===== src/hdl/fbso_pkg.sv =====
`default_nettype none

package fbso_pkg;

  // APB register map, one 32-bit word per register
  localparam int unsigned CfgAddrW = 5;
  localparam int unsigned CfgDataW = 32;

  typedef enum logic [2:0] {
    REG_FB_ORIGIN   = 3'd0,
    REG_FB_WIDTH    = 3'd1,
    REG_FB_HEIGHT   = 3'd2,
    REG_PIXEL_32BIT = 3'd3,
    REG_MEMORY_SIZE = 3'd4
  } cfg_reg_e;

  localparam int unsigned OriginW = 24;
  localparam int unsigned DimW    = 11;
  localparam int unsigned MemW    = 25;
  localparam int unsigned AddrW   = 26;
  localparam int unsigned WordW   = 32;

  localparam logic [OriginW-1:0] FbOriginRst   = 24'd0;
  localparam logic [DimW-1:0]    FbWidthRst    = 11'd320;
  localparam logic [DimW-1:0]    FbHeightRst   = 11'd240;
  localparam logic               Pixel32Rst    = 1'b0;
  localparam logic [MemW-1:0]    MemorySizeRst = 25'd8388608;

  // pixel that has its address and flags settled, waiting for color expansion
  typedef struct packed {
    logic [WordW-1:0] word;
    logic [AddrW-1:0] addr;
    logic             mode32;
    logic             oor;
    logic             last;
  } fbso_pix_t;

  // 5-bit channel to 8 bits by replicating the top bits
  function automatic logic [7:0] widen5(input logic [4:0] c);
    widen5 = {c, c[4:2]};
  endfunction

endpackage

`default_nettype wire


===== src/hdl/framebuffer_scanout_rgba_core.sv =====
// Channel  | Direction | Handshake                 | Payload
// input    | in        | in_valid_i / in_ready_o   | pixel_word_i
// result   | out       | out_valid_o / out_ready_i | red/green/blue/alpha, pixel_address,
//          |           |                           | out_of_range, frame_last
// config   | in        | psel/penable/pwrite       | paddr, pwdata, prdata
//
// One pixel per cycle sustained while out_ready_i holds; a pixel passes stage one, then stage two.
// Stage one holds the word with its address and flags, stage two the expanded bytes.
// Counters and the running address advance at the input transfer.
// Reset clears counters, address and valid flags and loads the register defaults.
// A stalled result holds stage two; stage one still takes a pixel while it is empty.
`default_nettype none

module framebuffer_scanout_rgba_core
  import fbso_pkg::*;
#(
  parameter int unsigned MAX_WIDTH    = 1024,
  parameter int unsigned MAX_HEIGHT   = 1024,
  parameter int unsigned ADDRESS_BITS = 24
) (
  input  wire logic                clk_i,
  input  wire logic                rst_ni,
  // config
  input  wire logic                psel,
  input  wire logic                penable,
  input  wire logic                pwrite,
  input  wire logic [CfgAddrW-1:0] paddr,
  input  wire logic [CfgDataW-1:0] pwdata,
  output logic      [CfgDataW-1:0] prdata,
  output logic                     pready,
  // pixel input
  input  wire logic                in_valid_i,
  output logic                     in_ready_o,
  input  wire logic [WordW-1:0]    pixel_word_i,
  // result
  output logic                     out_valid_o,
  input  wire logic                out_ready_i,
  output logic      [7:0]          red_o,
  output logic      [7:0]          green_o,
  output logic      [7:0]          blue_o,
  output logic      [7:0]          alpha_o,
  output logic      [AddrW-1:0]    pixel_address_o,
  output logic                     out_of_range_o,
  output logic                     frame_last_o
);

  localparam int unsigned ColW  = (MAX_WIDTH > 1) ? $clog2(MAX_WIDTH) : 1;
  localparam int unsigned RowW  = (MAX_HEIGHT > 1) ? $clog2(MAX_HEIGHT) : 1;
  localparam int unsigned WCmpW = ($clog2(MAX_WIDTH + 1) > DimW) ?
                                  $clog2(MAX_WIDTH + 1) : DimW;
  localparam int unsigned HCmpW = ($clog2(MAX_HEIGHT + 1) > DimW) ?
                                  $clog2(MAX_HEIGHT + 1) : DimW;
  localparam int unsigned OrgKeep = (ADDRESS_BITS < OriginW) ? ADDRESS_BITS : OriginW;
  localparam logic [OriginW-1:0] OrgMask = OriginW'((64'd1 << OrgKeep) - 64'd1);

  // ---------------- configuration registers ----------------
  logic [OriginW-1:0] fb_origin_q;
  logic [DimW-1:0]    fb_width_q, fb_height_q;
  logic               pixel_32bit_q;
  logic [MemW-1:0]    memory_size_q;
  logic               cfg_we;
  cfg_reg_e           cfg_sel;

  assign pready  = 1'b1;
  assign cfg_we  = psel & penable & pwrite;
  assign cfg_sel = cfg_reg_e'(paddr[4:2]);

  always_ff @(posedge clk_i or negedge rst_ni) begin
    if (!rst_ni) begin
      fb_origin_q   <= FbOriginRst;
      fb_width_q    <= FbWidthRst;
      fb_height_q   <= FbHeightRst;
      pixel_32bit_q <= Pixel32Rst;
      memory_size_q <= MemorySizeRst;
    end else if (cfg_we) begin
      unique case (cfg_sel)
        REG_FB_ORIGIN:   fb_origin_q   <= pwdata[OriginW-1:0];
        REG_FB_WIDTH:    fb_width_q    <= pwdata[DimW-1:0];
        REG_FB_HEIGHT:   fb_height_q   <= pwdata[DimW-1:0];
        REG_PIXEL_32BIT: pixel_32bit_q <= pwdata[0];
        REG_MEMORY_SIZE: memory_size_q <= pwdata[MemW-1:0];
        default: ;
      endcase
    end
  end

  always_comb begin
    unique case (cfg_sel)
      REG_FB_ORIGIN:   prdata = CfgDataW'(fb_origin_q);
      REG_FB_WIDTH:    prdata = CfgDataW'(fb_width_q);
      REG_FB_HEIGHT:   prdata = CfgDataW'(fb_height_q);
      REG_PIXEL_32BIT: prdata = CfgDataW'(pixel_32bit_q);
      REG_MEMORY_SIZE: prdata = CfgDataW'(memory_size_q);
      default:         prdata = '0;
    endcase
  end

  // ---------------- raster walk ----------------
  logic [ColW-1:0]  col_q, col_d;
  logic [RowW-1:0]  row_q, row_d;
  logic [AddrW-1:0] run_addr_q, run_addr_d;
  logic [WCmpW-1:0] w_eff, w_raw, col_inc;
  logic [HCmpW-1:0] h_eff, h_raw, row_inc;
  logic [AddrW-1:0] bpp, origin_addr;
  logic             col_wrap, row_wrap, last;
  logic             oor;
  logic             in_xfer;

  assign w_raw = WCmpW'(fb_width_q);
  assign h_raw = HCmpW'(fb_height_q);

  // clamp geometry to 1..max
  always_comb begin
    if (w_raw == '0)                      w_eff = WCmpW'(1);
    else if (w_raw > WCmpW'(MAX_WIDTH))   w_eff = WCmpW'(MAX_WIDTH);
    else                                  w_eff = w_raw;
    if (h_raw == '0)                      h_eff = HCmpW'(1);
    else if (h_raw > HCmpW'(MAX_HEIGHT))  h_eff = HCmpW'(MAX_HEIGHT);
    else                                  h_eff = h_raw;
  end

  assign col_inc     = WCmpW'(col_q) + WCmpW'(1);
  assign row_inc     = HCmpW'(row_q) + HCmpW'(1);
  assign col_wrap    = col_inc >= w_eff;
  assign row_wrap    = row_inc >= h_eff;
  assign last        = col_wrap & row_wrap;
  assign bpp         = pixel_32bit_q ? AddrW'(4) : AddrW'(2);
  assign origin_addr = AddrW'(fb_origin_q & OrgMask);
  assign oor         = ({1'b0, run_addr_q} + {1'b0, bpp}) > (AddrW + 1)'(memory_size_q);

  always_comb begin
    col_d      = col_q;
    row_d      = row_q;
    run_addr_d = run_addr_q;
    if (in_xfer) begin
      if (col_wrap) begin
        col_d = '0;
        row_d = row_wrap ? '0 : row_inc[RowW-1:0];
      end else begin
        col_d = col_inc[ColW-1:0];
      end
      run_addr_d = last ? origin_addr : run_addr_q + bpp;
    end
  end

  always_ff @(posedge clk_i or negedge rst_ni) begin
    if (!rst_ni) begin
      col_q      <= '0;
      row_q      <= '0;
      run_addr_q <= AddrW'(FbOriginRst & OrgMask);
    end else begin
      col_q      <= col_d;
      row_q      <= row_d;
      run_addr_q <= run_addr_d;
    end
  end

  // ---------------- pipeline ----------------
  fbso_pix_t  s1_q;
  logic       s1_valid_q, s2_valid_q;
  logic       s2_load;
  logic [7:0] red_d, green_d, blue_d, alpha_d;
  logic [7:0] red_q, green_q, blue_q, alpha_q;
  logic [AddrW-1:0] addr_q;
  logic       oor_q, last_q;

  assign s2_load    = s1_valid_q & (~s2_valid_q | out_ready_i);
  assign in_ready_o = ~s1_valid_q | s2_load;
  assign in_xfer    = in_valid_i & in_ready_o;

  always_ff @(posedge clk_i or negedge rst_ni) begin
    if (!rst_ni) begin
      s1_valid_q <= 1'b0;
      s2_valid_q <= 1'b0;
    end else begin
      if (in_ready_o) s1_valid_q <= in_valid_i;
      if (~s2_valid_q | out_ready_i) s2_valid_q <= s1_valid_q;
    end
  end

  always_ff @(posedge clk_i) begin
    if (in_xfer) begin
      s1_q.word   <= pixel_word_i;
      s1_q.addr   <= run_addr_q;
      s1_q.mode32 <= pixel_32bit_q;
      s1_q.oor    <= oor;
      s1_q.last   <= last;
    end
  end

  // expand the pixel to bytes
  always_comb begin
    if (s1_q.oor) begin
      red_d   = 8'h00;
      green_d = 8'h00;
      blue_d  = 8'h00;
      alpha_d = 8'hFF;
    end else if (s1_q.mode32) begin
      red_d   = s1_q.word[31:24];
      green_d = s1_q.word[23:16];
      blue_d  = s1_q.word[15:8];
      alpha_d = s1_q.word[7:0];
    end else begin
      red_d   = widen5(s1_q.word[15:11]);
      green_d = widen5(s1_q.word[10:6]);
      blue_d  = widen5(s1_q.word[5:1]);
      alpha_d = s1_q.word[0] ? 8'hFF : 8'h00;
    end
  end

  always_ff @(posedge clk_i) begin
    if (s2_load) begin
      red_q   <= red_d;
      green_q <= green_d;
      blue_q  <= blue_d;
      alpha_q <= alpha_d;
      addr_q  <= s1_q.addr;
      oor_q   <= s1_q.oor;
      last_q  <= s1_q.last;
    end
  end

  assign out_valid_o     = s2_valid_q;
  assign red_o           = red_q;
  assign green_o         = green_q;
  assign blue_o          = blue_q;
  assign alpha_o         = alpha_q;
  assign pixel_address_o = addr_q;
  assign out_of_range_o  = oor_q;
  assign frame_last_o    = last_q;

endmodule

`default_nettype wire


===== config.mk =====
export PLATFORM = sky130hd
export DESIGN_NAME = framebuffer_scanout_rgba_core
export DESIGN_NICKNAME = d
export VERILOG_FILES = /design/src/hdl/fbso_pkg.sv /design/src/hdl/framebuffer_scanout_rgba_core.sv
export SDC_FILE = /design/constraint.sdc
export NUM_CORES = 1
export LEC_CHECK = 0
export BUFFER_PORTS_ARGS = -buffer_cell sky130_fd_sc_hd__buf_2
export CAP_MARGIN = 15
export CORE_MARGIN = 2
export CORE_UTILIZATION = 52
export DETAILED_ROUTE_END_ITERATION = 7
export PLACE_DENSITY_LB_ADDON = 0.1
export SYNTH_ARGS = -nofsm -noshare
export SYNTH_HDL_FRONTEND = slang
export SYNTH_SLANG_ARGS = --single-unit
export TNS_END_PERCENT = 10

===== constraint.sdc =====
create_clock -name clk_i -period 2.95 [get_ports clk_i]
set_input_delay 0.295 -clock clk_i [delete_from_list [all_inputs] [get_ports clk_i]]
set_output_delay 0.295 -clock clk_i [all_outputs]
set_load 0.03 [all_outputs]

==> flow_metrics.env, run 1 <==
export IMPL_crit_chain="inv_2, ha_4, fa_2, nand3_2, nor2_4, nand2_2, nor2_4, buf_4, xor2_2, ha_1, nand2_1, nor2_1, a211oi_2, o21ai_2, a2111oi_4, o22ai_2"
export IMPL_synth_seq_cells=241
export IMPL_htreeDepth=1
export IMPL_dieArea_sq_um=23270
export IMPL_final_hold_viol_count=0
export IMPL_ys_warn_count=0
export IMPL_setup_viol=2
export IMPL_drc=0
export IMPL_syn_inst=1022
export IMPL_grtUsageMet1_pct=36.46
export IMPL_ys_seq_area_share_pct=57.92
export IMPL_ys_flop_type="edfxtp_1"
export IMPL_startpoint="pixel_32bit_q"
export IMPL_antenna_found_initial=0
export IMPL_portBuffers=153
export IMPL_drive_gt1_share_pct=35.13
export IMPL_diodes=0
export IMPL_clock_sinks=241
export IMPL_dpl_worst_slack_ns=-0.4294
export IMPL_synth_simple_area_share_pct=13.31
export IMPL_globalRouteOverflowTotal=0
export IMPL_cts_tree="yes"
export IMPL_cts_path_max_buffers=3
export IMPL_synth_fa_ha_area_share_pct=5.737
export IMPL_die_h_um=152.5
export IMPL_stdcell_count=1635
export IMPL_slew_viol_final=0
export IMPL_muxShareOfSynthArea_pct=8.256
export IMPL_post_route_util_pct=69.71
export IMPL_io_pins=171
export IMPL_whs_ns=0.01407
export IMPL_synth_edf_count=121
export IMPL_worstPathRequired_ns=3.21
export IMPL_critical_path_class="reg -> reg"
export IMPL_ir_drop_mv=0.5907
export IMPL_fin_crit_ns=3.180
export IMPL_syn_area_per_cell_sq_um=11.23
export IMPL_met2_usage_pct=39.62
export IMPL_synth_xor_area_share_pct=2.748
export IMPL_vias_per_cell=5.445
export IMPL_numCtsBuffers=25
export IMPL_core_area_sq_um=21760
export IMPL_clkSlewWorstSetupHoldPaths_ns=0.06
export IMPL_max_freq_mhz=314.5
export IMPL_routabilityCongestion=0.8885
export IMPL_synth_top_family_by_area="simple AND/OR/NAND/NOR gates"
export IMPL_cp_common_cell="nor2_4"
export IMPL_crit_path_start_kind="flop"
export IMPL_endpoint_kind="flop"
export IMPL_ys_types=58
export IMPL_die_w_um=152.5
export IMPL_num_rows=54
export IMPL_clockRootBuffer="clkbuf_16"
export IMPL_drt_pass1_iter_count=5
export IMPL_timing_rr_start="pixel_32bit_q"
export IMPL_fin_crit_sh_pct=107.8
export IMPL_power_leakage_nw=6.852
export IMPL_first_iter_violations=524
export IMPL_arrival_ns=3.44
export IMPL_synth_compound_area_share_pct=8.496
export IMPL_clkLatencyLatePin_ns=0.53
export IMPL_min_path_type="in -> reg"
export IMPL_p_per_area_nw_per_um2=792.3
export IMPL_max_slew_margin_rel_pct=52.67
export IMPL_grt_busiest_layer="met2"
export IMPL_outcome="finished, violations left"
export IMPL_setup_tns_ns=-0.4085
export IMPL_wl_per_cell_um=17.87
export IMPL_synthToLayoutAreaGrowth_pct=32.20
export IMPL_fin_nets=1464
export IMPL_vias=8902
export IMPL_nFillCells=1668
export IMPL_cpPeakStageDelay_ns=0.44
export IMPL_grt_pass1_vias=8762
export IMPL_r2r_slack_ns=-0.23
export IMPL_wl_um=29220
export IMPL_cap_violations=0
export IMPL_dp_cells=1519
export IMPL_violations="negative setup slack"
export IMPL_async_reset_ff_share_pct=49.79
export IMPL_dp_hpwl_um=19860
export IMPL_synthesis_area_sq_um=11470
export IMPL_gr_usage_met3_pct=3.982
export IMPL_detail_route_antenna_nets=0
export IMPL_crit_end="s1_q[1]"
export IMPL_cp_slowest_cell="dfrtp_2"
export IMPL_rsz0062_at_grt="true"
export IMPL_fin_ws_ns=-0.2300
export IMPL_grt_pass1_wl_um=46730
export IMPL_ff2ff_path_depth=16
export IMPL_critPathMaxFanout=5
export IMPL_start_util_pct=52.73
export IMPL_clock_skew_ns=0.01995
export IMPL_reg2reg_to="s1_q[1]"
export IMPL_worst_pin_slew_ns=0.7100
export IMPL_grt_use_total_pct=24.89
export IMPL_grt_max_degree=75
==> state kept, by name, summed over array words and instances (netlist names) <==
name	flops
alpha_o	8
s1_valid_q	1
pixel_32bit_q	1
memory_size_q	25
fb_height_q	11
fb_width_q	11
frame_last_o	1
blue_o	8
out_valid_o	1
s1_q	61
run_addr_q	26
pixel_address_o	26
col_q	10
out_of_range_o	1
green_o	8
fb_origin_q	24
red_o	8
row_q	10
==> per-stage QoR <==
stage / cell area, sq um / power, W
finish: 15170 / 0.01202
global route: 15170 / 0.01272
CTS: 14860 / 0.01183
detailed placement: 13270 / 0.008389
global placement: 13270 / 0.008299
floorplan: 11500 / 0.006966
==> worst max-delay path: cells and delay by family (launching register included) <==
family	cells	cell delay, ns
AND/OR/NAND/NOR	6	0.72
flip-flops	1	0.44
AO/OA/AOI/OAI	4	0.74
buffers and inverters	2	0.20
XOR/XNOR	1	0.17
adder cells (fa/ha/maj)	3	0.61
==> cell usage in the layout, fill, tap and decap left out, types with 7 or more instances in the layout <==
cell type      synthesis  layout
nand2b_1              11      11
xnor2_2                0       8
inv_1                 37      35
dlygate4sd3_1          0      38
buf_2                  6     152
nor2_1                57      50
xnor2_1               26      18
and3_1                10       7
mux2i_1               44      43
conb_1                 2       8
ha_1                  51      44
dfstp_2                7       7
buf_6                  0       7
nand3_2                0       7
clkbuf_16              0      25
a21oi_1               53      46
o21ai_0               74      66
a21o_1                 7       7
buf_4                 11     132
nand2_1              178     173
edfxtp_1             121     121
mux2_2                45      45
nand3_1               30      21
clkinv_1               1       7
dfrtp_1              113     110
nand4_1                8       8
==> cells in the mapped netlist, drive strengths merged (3+ instances only) <==
library cell | count | area [sq um]
dfstp | 7 | 183.9
and2 | 6 | 40.04
mux2i | 44 | 440.4
a22oi | 3 | 22.52
and3 | 12 | 77.57
nand4 | 8 | 50.05
nand2 | 179 | 674.4
inv | 38 | 142.6
o21ai | 76 | 380.4
nand3b | 4 | 30.03
buf | 21 | 127.6
dfrtp | 113 | 2828
a2bb2oi | 7 | 61.31
or2 | 4 | 25.02
xor2 | 10 | 87.58
a211oi | 3 | 22.52
nand3 | 30 | 150.1
nor2 | 57 | 214.0
a21oi | 53 | 265.3
nor4 | 6 | 37.54
clkbuf | 33 | 123.9
edfxtp | 121 | 3633
xnor2 | 26 | 227.7
a32oi | 6 | 52.55
nor3 | 9 | 61.31
a31oi | 4 | 25.02
nor2b | 6 | 37.54
nand2b | 11 | 68.82
mux2 | 45 | 506.7
a21o | 7 | 52.55
ha | 51 | 638.1
==> how the worst min path moves through the flow <==
stage | from | endpoint | slack, ns | depth (start not counted)
detailed placement | rst_ni | row_q[6] | 0.15 | 1
finish | pwdata[11] | memory_size_q[11] | 0.01 | 3
global route | pwdata[22] | memory_size_q[22] | 0.02 | 3
global placement | rst_ni | row_q[6] | 0.15 | 1
CTS | pwdata[19] | memory_size_q[19] | 0.003 | 3
floorplan | rst_ni | col_q[0] | -0.0006 | 0
==> power breakdown <==
group	switching, W	leakage (nW)	internal (W)
logic	0.00233	3.86	0.00194
registers	0.000431	2.62	0.00433
clock network	0.00130	0.374	0.00169
total	0.00406	6.85	0.00796
==> timing repair <==
item	CTS	global route
pin swaps	32	21
hold buffers	38	0
endpoints found under the hold margin	131	0
resized for setup	65	48
buffers inserted	25	8
setup endpoints to repair	37	40
==> routing by layer <==
layer / vias to the layer above / routed length (um) / share of wire (%)
met5: - / 0 / 0
li1: 4217 / - / -
met1: 4341 / 12870 / 44
met4: 0 / 528 / 1.8
met2: 302 / 13790 / 47
met3: 42 / 2041 / 7.0
==> final cells by class <==
type,count,area [sq um],share of cell area [%]
clock buffers,30,664.4,4.381
clock inverters,16,112.6,0.7425
inverters,39,147.6,0.9735
multi-input cells,694,4916,32.41
flip-flops and latches,241,6649,43.84
well taps,280,350.3,2.310
repair buffers,335,2326,15.34
==> cell families after synthesis <==
| kind of cell | Yosys count |
|---|---|
| adders and majority gates | 52 |
| buffers and inverters | 93 |
| other | 2 |
| muxes | 89 |
| DFF | 241 |
| xor gates and xnor gates | 36 |
| AOI/OAI and AO/OA | 170 |
| and+or+nand+nor | 339 |
No activity file was read; power rests on OpenSTA's default activity.
==> run 2, diff against run 1 <==
--- a/config.mk
+++ b/config.mk
@@ -5,6 +5,7 @@
 export SDC_FILE = /design/constraint.sdc
 export NUM_CORES = 1
 export LEC_CHECK = 0
+export ABC_AREA = 1
 export BUFFER_PORTS_ARGS = -buffer_cell sky130_fd_sc_hd__buf_2
 export CAP_MARGIN = 15
 export CORE_MARGIN = 2
==> flow_metrics.env, run 2 <==
export IMPL_final_hold_viol_count=0
export IMPL_path_buf_inv=2
export IMPL_fin_nets=1510
export IMPL_grt_pass1_wl_um=42590
export IMPL_clock_skew_ns=0.008588
export IMPL_cts_path_max_buffers=3
export IMPL_nFillCells=1727
export IMPL_synthesis_area_sq_um=11360
export IMPL_rsz0062_at_grt="true"
export IMPL_async_reset_ff_share_pct=49.79
export IMPL_critical_path_class="reg -> reg"
export IMPL_cp_common_cell="nand2_2"
export IMPL_synth_common_cells="nand2_1 (259), inv_1 (135), edfxtp_1 (121), o21ai_0 (120), dfrtp_1 (113)"
export IMPL_whs_path_depth=3
export IMPL_start_util_pct=52.52
export IMPL_largest_reg_flops=61
export IMPL_setup_tns_ns=0
export IMPL_numCtsBuffers=26
export IMPL_grt_max_degree=72
export IMPL_met2_usage_pct=36.58
export IMPL_yosys_area_top_type="edfxtp_1"
export IMPL_core_area_sq_um=21620
export IMPL_gr_usage_met3_pct=3.353
export IMPL_final_common_cell="nand2_1"
export IMPL_cts_tree="yes"
export IMPL_globalRouteOverflowTotal=0
export IMPL_fin_crit_sh_pct=99.75
export IMPL_p_per_area_nw_per_um2=826.3
export IMPL_ir_drop_mv=0.5863
export IMPL_cpPeakStageDelay_ns=0.45
export IMPL_ys_top_cells_by_area="edfxtp_1 (32%), dfrtp_1 (25%), nand2_1 (8.6%)"
export IMPL_setup_viol=0
export IMPL_fin_crit_ns=2.943
export IMPL_fin_ws_ns=0.007257
export IMPL_first_iter_violations=677
export IMPL_grt_busiest_layer="met2"
export IMPL_cp_slowest_cell="dfrtp_2"
export IMPL_clkLatencyLatePin_ns=0.52
export IMPL_crit_family="simple AND/OR/NAND/NOR gates"
export IMPL_drive_gt1_share_pct=24.68
export IMPL_min_path_type="in -> reg"
export IMPL_wl_per_cell_um=16.46
export IMPL_ys_flop_type="edfxtp_1"
export IMPL_grt_pass1_vias=8323
export IMPL_detail_route_antenna_nets=0
export IMPL_vias_per_cell=5.284
export IMPL_portBuffers=153
export IMPL_ff2ff_path_depth=14
export IMPL_layout_common_cells="nand2_1 (237), buf_2 (152), inv_1 (132), edfxtp_1 (121), o21ai_0 (117)"
export IMPL_syn_area_per_cell_sq_um=9.953
export IMPL_endpoint_kind="flop"
export IMPL_clockRootBuffer="clkbuf_16"
export IMPL_register_area_sq_um=6649
export IMPL_vias=8887
export IMPL_dp_hpwl_um=19000
export IMPL_wl_um=27690
export IMPL_dpl_worst_slack_ns=-0.08132
export IMPL_num_rows=54
export IMPL_multi_input_area_sq_um=4365
export IMPL_synthToLayoutAreaGrowth_pct=27.35
export IMPL_grtUsageMet1_pct=35.73
export IMPL_routabilityCongestion=0.8681
export IMPL_drc=0
export IMPL_clock_sinks=241
export IMPL_dieArea_sq_um=23040
export IMPL_die_h_um=151.8
export IMPL_crit_path_start_kind="flop"
export IMPL_drt_pass1_iter_count=5
export IMPL_clkSlewWorstSetupHoldPaths_ns=0.06
export IMPL_diodes=0
export IMPL_max_slew_margin_rel_pct=51.66
export IMPL_worstPathRequired_ns=3.21
export IMPL_largest_register="s1_q"
export IMPL_die_w_um=151.8
export IMPL_syn_inst=1141
export IMPL_critPathMaxFanout=4
export IMPL_crit_chain="ha_4, nand2_2, nand2_2, nand4_1, buf_4, nor2_1, xor2_1, ha_1, nand2_1, inv_1, nand3_1, nor4_4, and3_1, a21oi_2"
export IMPL_synth_seq_cells=241
export IMPL_synth_edf_count=121
export IMPL_outcome="complete, no violations"
export IMPL_arrival_ns=3.21
export IMPL_io_pins=171
export IMPL_cap_violations=0
export IMPL_ys_types=42
export IMPL_synth_most_common_cell="nand2_1"
export IMPL_worst_pin_slew_ns=0.7233
export IMPL_antenna_found_initial=0
export IMPL_post_route_util_pct=66.89
export IMPL_max_freq_mhz=339.8
export IMPL_power_leakage_nw=6.713
export IMPL_path_depth=14
export IMPL_htreeDepth=1
export IMPL_yosysTopAreaCellShare_pct=32.00
export IMPL_ys_warn_count=0
export IMPL_grt_use_total_pct=23.54
export IMPL_slew_viol_final=0
export IMPL_ys_seq_area_share_pct=58.52
run 2: cell types whose count changed in the layout (fill, tap and decap cells not counted), sizes merged, moves of 12 or more:
cell / change
o21ai: +44
xnor2: -19
o22ai: +24
mux2i: -44
xor2: +19
mux2: -45
buf: -94
inv: +97
clkbuf: +12
nand3: +56
a21oi: -30
nand2: +88
run 2: area by class of cell:
type | instances | area share [%]
Sequential cell | 241 | 45.98
Multi-Input combinational cell | 724 | 30.19
Timing Repair Buffer | 251 | 11.84
Clock buffer | 40 | 5.503
Inverter | 138 | 3.591
Tap cell | 280 | 2.423
Clock inverter | 8 | 0.4845
run 2: timing repair:
item                       4_1_cts  5_1_grt
resized for setup                4       78
hold buffers                    46        0
pin swaps                        1       38
buffers inserted                 0       10
cloned                           0        2
setup endpoints to repair       10       43
hold endpoints to repair        99        0
run 2: worst paths after layout:
path | start | to | slack, ns
worst max register to register | pixel_32bit_q | s1_q[1] | 0.007
worst max-delay path | pixel_32bit_q | s1_q[1] | 0.007
worst min register to register | s1_q[16] | pixel_address_o[13] | 0.42
max in group asynchronous | rst_ni | fb_width_q[6] | 1.72
worst min-delay path | pwdata[23] | fb_origin_q[23] | 0.01
min in group asynchronous | rst_ni | run_addr_q[20] | 0.34
run 2: per-layer routing:
layer | routed length [um] | share of wire (%) | vias to the layer above
li1 | - | - | 4329
met1 | 12650 | 46 | 4196
met2 | 12440 | 45 | 330
met3 | 2225 | 8.0 | 32
met4 | 374 | 1.4 | 0
met5 | 0 | 0 | -
run 2: worst min-delay path: stages:
cell and delay (ns):
buf_2 0.09, nand2_1 0.04, o21ai_0 0.06
run 2: stage by stage:
step	area, sq um	instances	power (W)	hold WS, ns
floorplan	11380	1147	0.007134	-0.0005911
global placement	12650	1576	0.008210	0.3760
detailed placement	12650	1576	0.008322	0.3747
CTS	13990	1670	0.01162	0.00009603
global route	14460	1682	0.01266	0.01205
finish	14460	1682	0.01195	0.01238
run 2: cell families (layout without fill, tap and decap cells):
group / Yosys count / count (layout) / synth area share, %
flops: 241 / 241 / 58.52
buf+inv: 182 / 437 / 6.435
compound gates: 190 / 190 / 9.233
other cells: 2 / 8 / 0.06613
simple gates: 438 / 438 / 17.11
fa+ha+maj: 52 / 52 / 5.795
xor+xnor: 36 / 36 / 2.843
run 2: power by group:
group          switching [W]  internal (W)  leakage [nW]
combinational        0.00241       0.00140          3.64
clock                0.00128       0.00194         0.428
sequential          0.000529       0.00439          2.64
==> run 3, diff against run 2 <==
--- a/config.mk
+++ b/config.mk
@@ -11,7 +11,7 @@
 export CORE_MARGIN = 2
 export CORE_UTILIZATION = 52
 export DETAILED_ROUTE_END_ITERATION = 7
-export PLACE_DENSITY_LB_ADDON = 0.1
+export PLACE_DENSITY = 0.76
 export SYNTH_ARGS = -nofsm -noshare
 export SYNTH_HDL_FRONTEND = slang
 export SYNTH_SLANG_ARGS = --single-unit
==> flow_metrics.env, run 3 (synthesis gave the netlist of run 2 again) <==
export IMPL_clkSlewWorstSetupHoldPaths_ns=0.06
export IMPL_max_slew_margin_rel_pct=48.16
export IMPL_slew_viol_final=0
export IMPL_cp_common_cell="nand2_1"
export IMPL_place_area_sq_um=12580
export IMPL_cpPeakStageDelay_ns=0.44
export IMPL_portBuffers=153
export IMPL_cap_violations=0
export IMPL_io_pins=171
export IMPL_numCtsBuffers=26
export IMPL_vias=9172
export IMPL_fin_nets=1510
export IMPL_crit_chain="ha_1, nand2_1, nand2_1, nand4_1, nor2_2, buf_4, nand4_1, xor2_2, ha_1, nand2_1, inv_1, o21ai_1, nand2_1, nand2_1, nand4_1, nor2_1, a21oi_2"
export IMPL_globalRouteOverflowTotal=0
export IMPL_num_rows=54
export IMPL_final_hold_viol_count=0
export IMPL_drive_gt1_share_pct=23.75
export IMPL_p_per_area_nw_per_um2=832.8
export IMPL_wl_um=28440
export IMPL_endpoint_kind="flop"
export IMPL_routabilityCongestion=0.8994
export IMPL_drt_pass1_iter_count=5
export IMPL_die_h_um=151.8
export IMPL_clock_skew_ns=0.01255
export IMPL_path_depth=17
export IMPL_worst_pin_slew_ns=0.7758
export IMPL_drt_met1_wl_um=11870
export IMPL_layout_common_cells="nand2_1 (239), buf_2 (153), inv_1 (132), edfxtp_1 (121), o21ai_0 (115)"
export IMPL_largest_register="s1_q"
export IMPL_critical_path_class="reg -> reg"
export IMPL_ff2ff_path_depth=17
export IMPL_power_frac_comb_pct=31.3
export IMPL_detail_route_antenna_nets=0
export IMPL_sequentialPowerShare_pct=41.3
export IMPL_antenna_found_initial=0
export IMPL_power_leakage_nw=6.672
export IMPL_stdcell_count=1682
export IMPL_synthToLayoutAreaGrowth_pct=26.74
export IMPL_fin_crit_sh_pct=99.24
export IMPL_top_layer="met4"
export IMPL_drc=0
export IMPL_crit_family="simple AND/OR/NAND/NOR gates"
export IMPL_nFillCells=1635
export IMPL_htreeDepth=1
export IMPL_grt_pass1_vias=8530
export IMPL_rsz0062_at_grt="true"
export IMPL_arrival_ns=3.21
export IMPL_post_route_util_pct=66.57
export IMPL_dieArea_sq_um=23040
export IMPL_final_area_sq_um=14390
export IMPL_final_common_cell="nand2_1"
export IMPL_cts_path_max_buffers=3
export IMPL_crit_path_start_kind="flop"
export IMPL_pwr_share_clk_pct=27.4
export IMPL_fin_crit_ns=2.928
export IMPL_p_int_w=0.007769
export IMPL_grt_max_degree=70
export IMPL_wl_met2_um=13030
export IMPL_path_buf_inv=2
export IMPL_switching_share_pct=35.19
export IMPL_whs_path_depth=3
export IMPL_diodes=0
export IMPL_dp_hpwl_um=18910
export IMPL_outcome="complete, no violations"
export IMPL_ir_drop_mv=0.4677
export IMPL_critPathMaxFanout=5
export IMPL_clockRootBuffer="clkbuf_16"
export IMPL_largest_reg_flops=61
export IMPL_core_area_sq_um=21620
export IMPL_clock_sinks=241
export IMPL_dp_cells=1567
export IMPL_start_util_pct=52.52
export IMPL_grt_use_total_pct=23.97
export IMPL_die_w_um=151.8
export IMPL_setup_viol=0
export IMPL_cts_tree="yes"
export IMPL_max_freq_mhz=341.6
export IMPL_cp_slowest_cell="dfrtp_2"
export IMPL_route_met3_wl_um=2771
export IMPL_worstPathRequired_ns=3.23
export IMPL_first_iter_violations=703
export IMPL_vias_per_cell=5.453
export IMPL_grt_pass1_wl_um=43490
export IMPL_clkLatencyLatePin_ns=0.53
export IMPL_power_switching_w=0.004218
export IMPL_min_path_type="in -> reg"
export IMPL_wl_per_cell_um=16.91
[run 3: cell types whose count changed in the layout (fill, tap and decap cells not counted), sizes merged]
cell / delta
buf: -3
clkinv: -2
clkinvlp: -2
dlygate4sd3: +2
clkbuf: +4
bufinv: +1
[run 3: power groups by stage]
| stage | logic [W] | clock network [W] | registers (W) |
|---|---|---|---|
| after floorplan | 0.00202 | 0 | 0.00511 |
| after global placement | 0.00320 | 0 | 0.00493 |
| after global routing | 0.00417 | 0.00349 | 0.00503 |
| after detailed placement | 0.00333 | 0 | 0.00497 |
| after CTS | 0.00342 | 0.00334 | 0.00491 |
| final | 0.00375 | 0.00328 | 0.00495 |
[run 3: path summary, 6_finish.rpt]
check | from | endpoint | slack [ns]
setup / recovery | pixel_32bit_q | s1_q[1] | 0.02
hold / removal | pwdata[7] | fb_origin_q[7] | 0.01
setup reg to reg | pixel_32bit_q | s1_q[1] | 0.02
hold reg to reg | s1_q[10] | pixel_address_o[7] | 0.42
max in group asynchronous | rst_ni | fb_height_q[6] | 1.71
min in group asynchronous | rst_ni | run_addr_q[21] | 0.37
[run 3: final cells by class]
type                       count  area, sq um  share of cell area, %
clock buffer                  43        797.0                  5.538
clock inverter                 5        72.57                 0.5042
inverter                     138        519.2                  3.608
multi-input combinational    724         4280                  29.74
sequential                   241         6649                  46.20
tap                          280        350.3                  2.434
timing repair buffer         251         1724                  11.98
[run 3: worst register-to-register path, cell delays in order (launching register included)]
cell     delay [ns]
dfrtp_2        0.44
ha_1           0.28
nand2_1        0.04
nand2_1        0.07
nand4_1        0.18
nor2_2         0.20
buf_4          0.13
nand4_1        0.18
xor2_2         0.24
ha_1           0.31
nand2_1        0.06
inv_1          0.03
o21ai_1        0.10
nand2_1        0.06
nand2_1        0.06
nand4_1        0.10
nor2_1         0.13
a21oi_2        0.08
[run 3: metrics by stage]
stage	hold slack, ns	TNS (ns)	power [W]	setup slack (ns)
finish	0.01060	0	0.01199	0.02247
CTS	0.0002262	0	0.01166	0.02429
global placement	0.3886	0	0.008134	0.03964
detailed placement	0.3973	0	0.008294	0.005143
floorplan	-0.0005911	0	0.007134	0.2666
global route	0.0006462	-1.412	0.01269	-0.1269
[run 3: metal layers]
metal  GRT usage (%)  vias to the layer above
met5               0                        -
met4           7.222                        0
met3           4.581                       65
met2           37.91                      450
met1           33.86                     4326
li1                -                     4331
[run 3: what timing repair did]
action                                 CTS  global route
setup buffers                            1            14
pin swaps                                0            23
endpoints found under the hold margin  102             0
setup endpoints to repair                4            48
hold buffers                            48             0
gates cloned                             0             4
gates resized for setup                  3            69
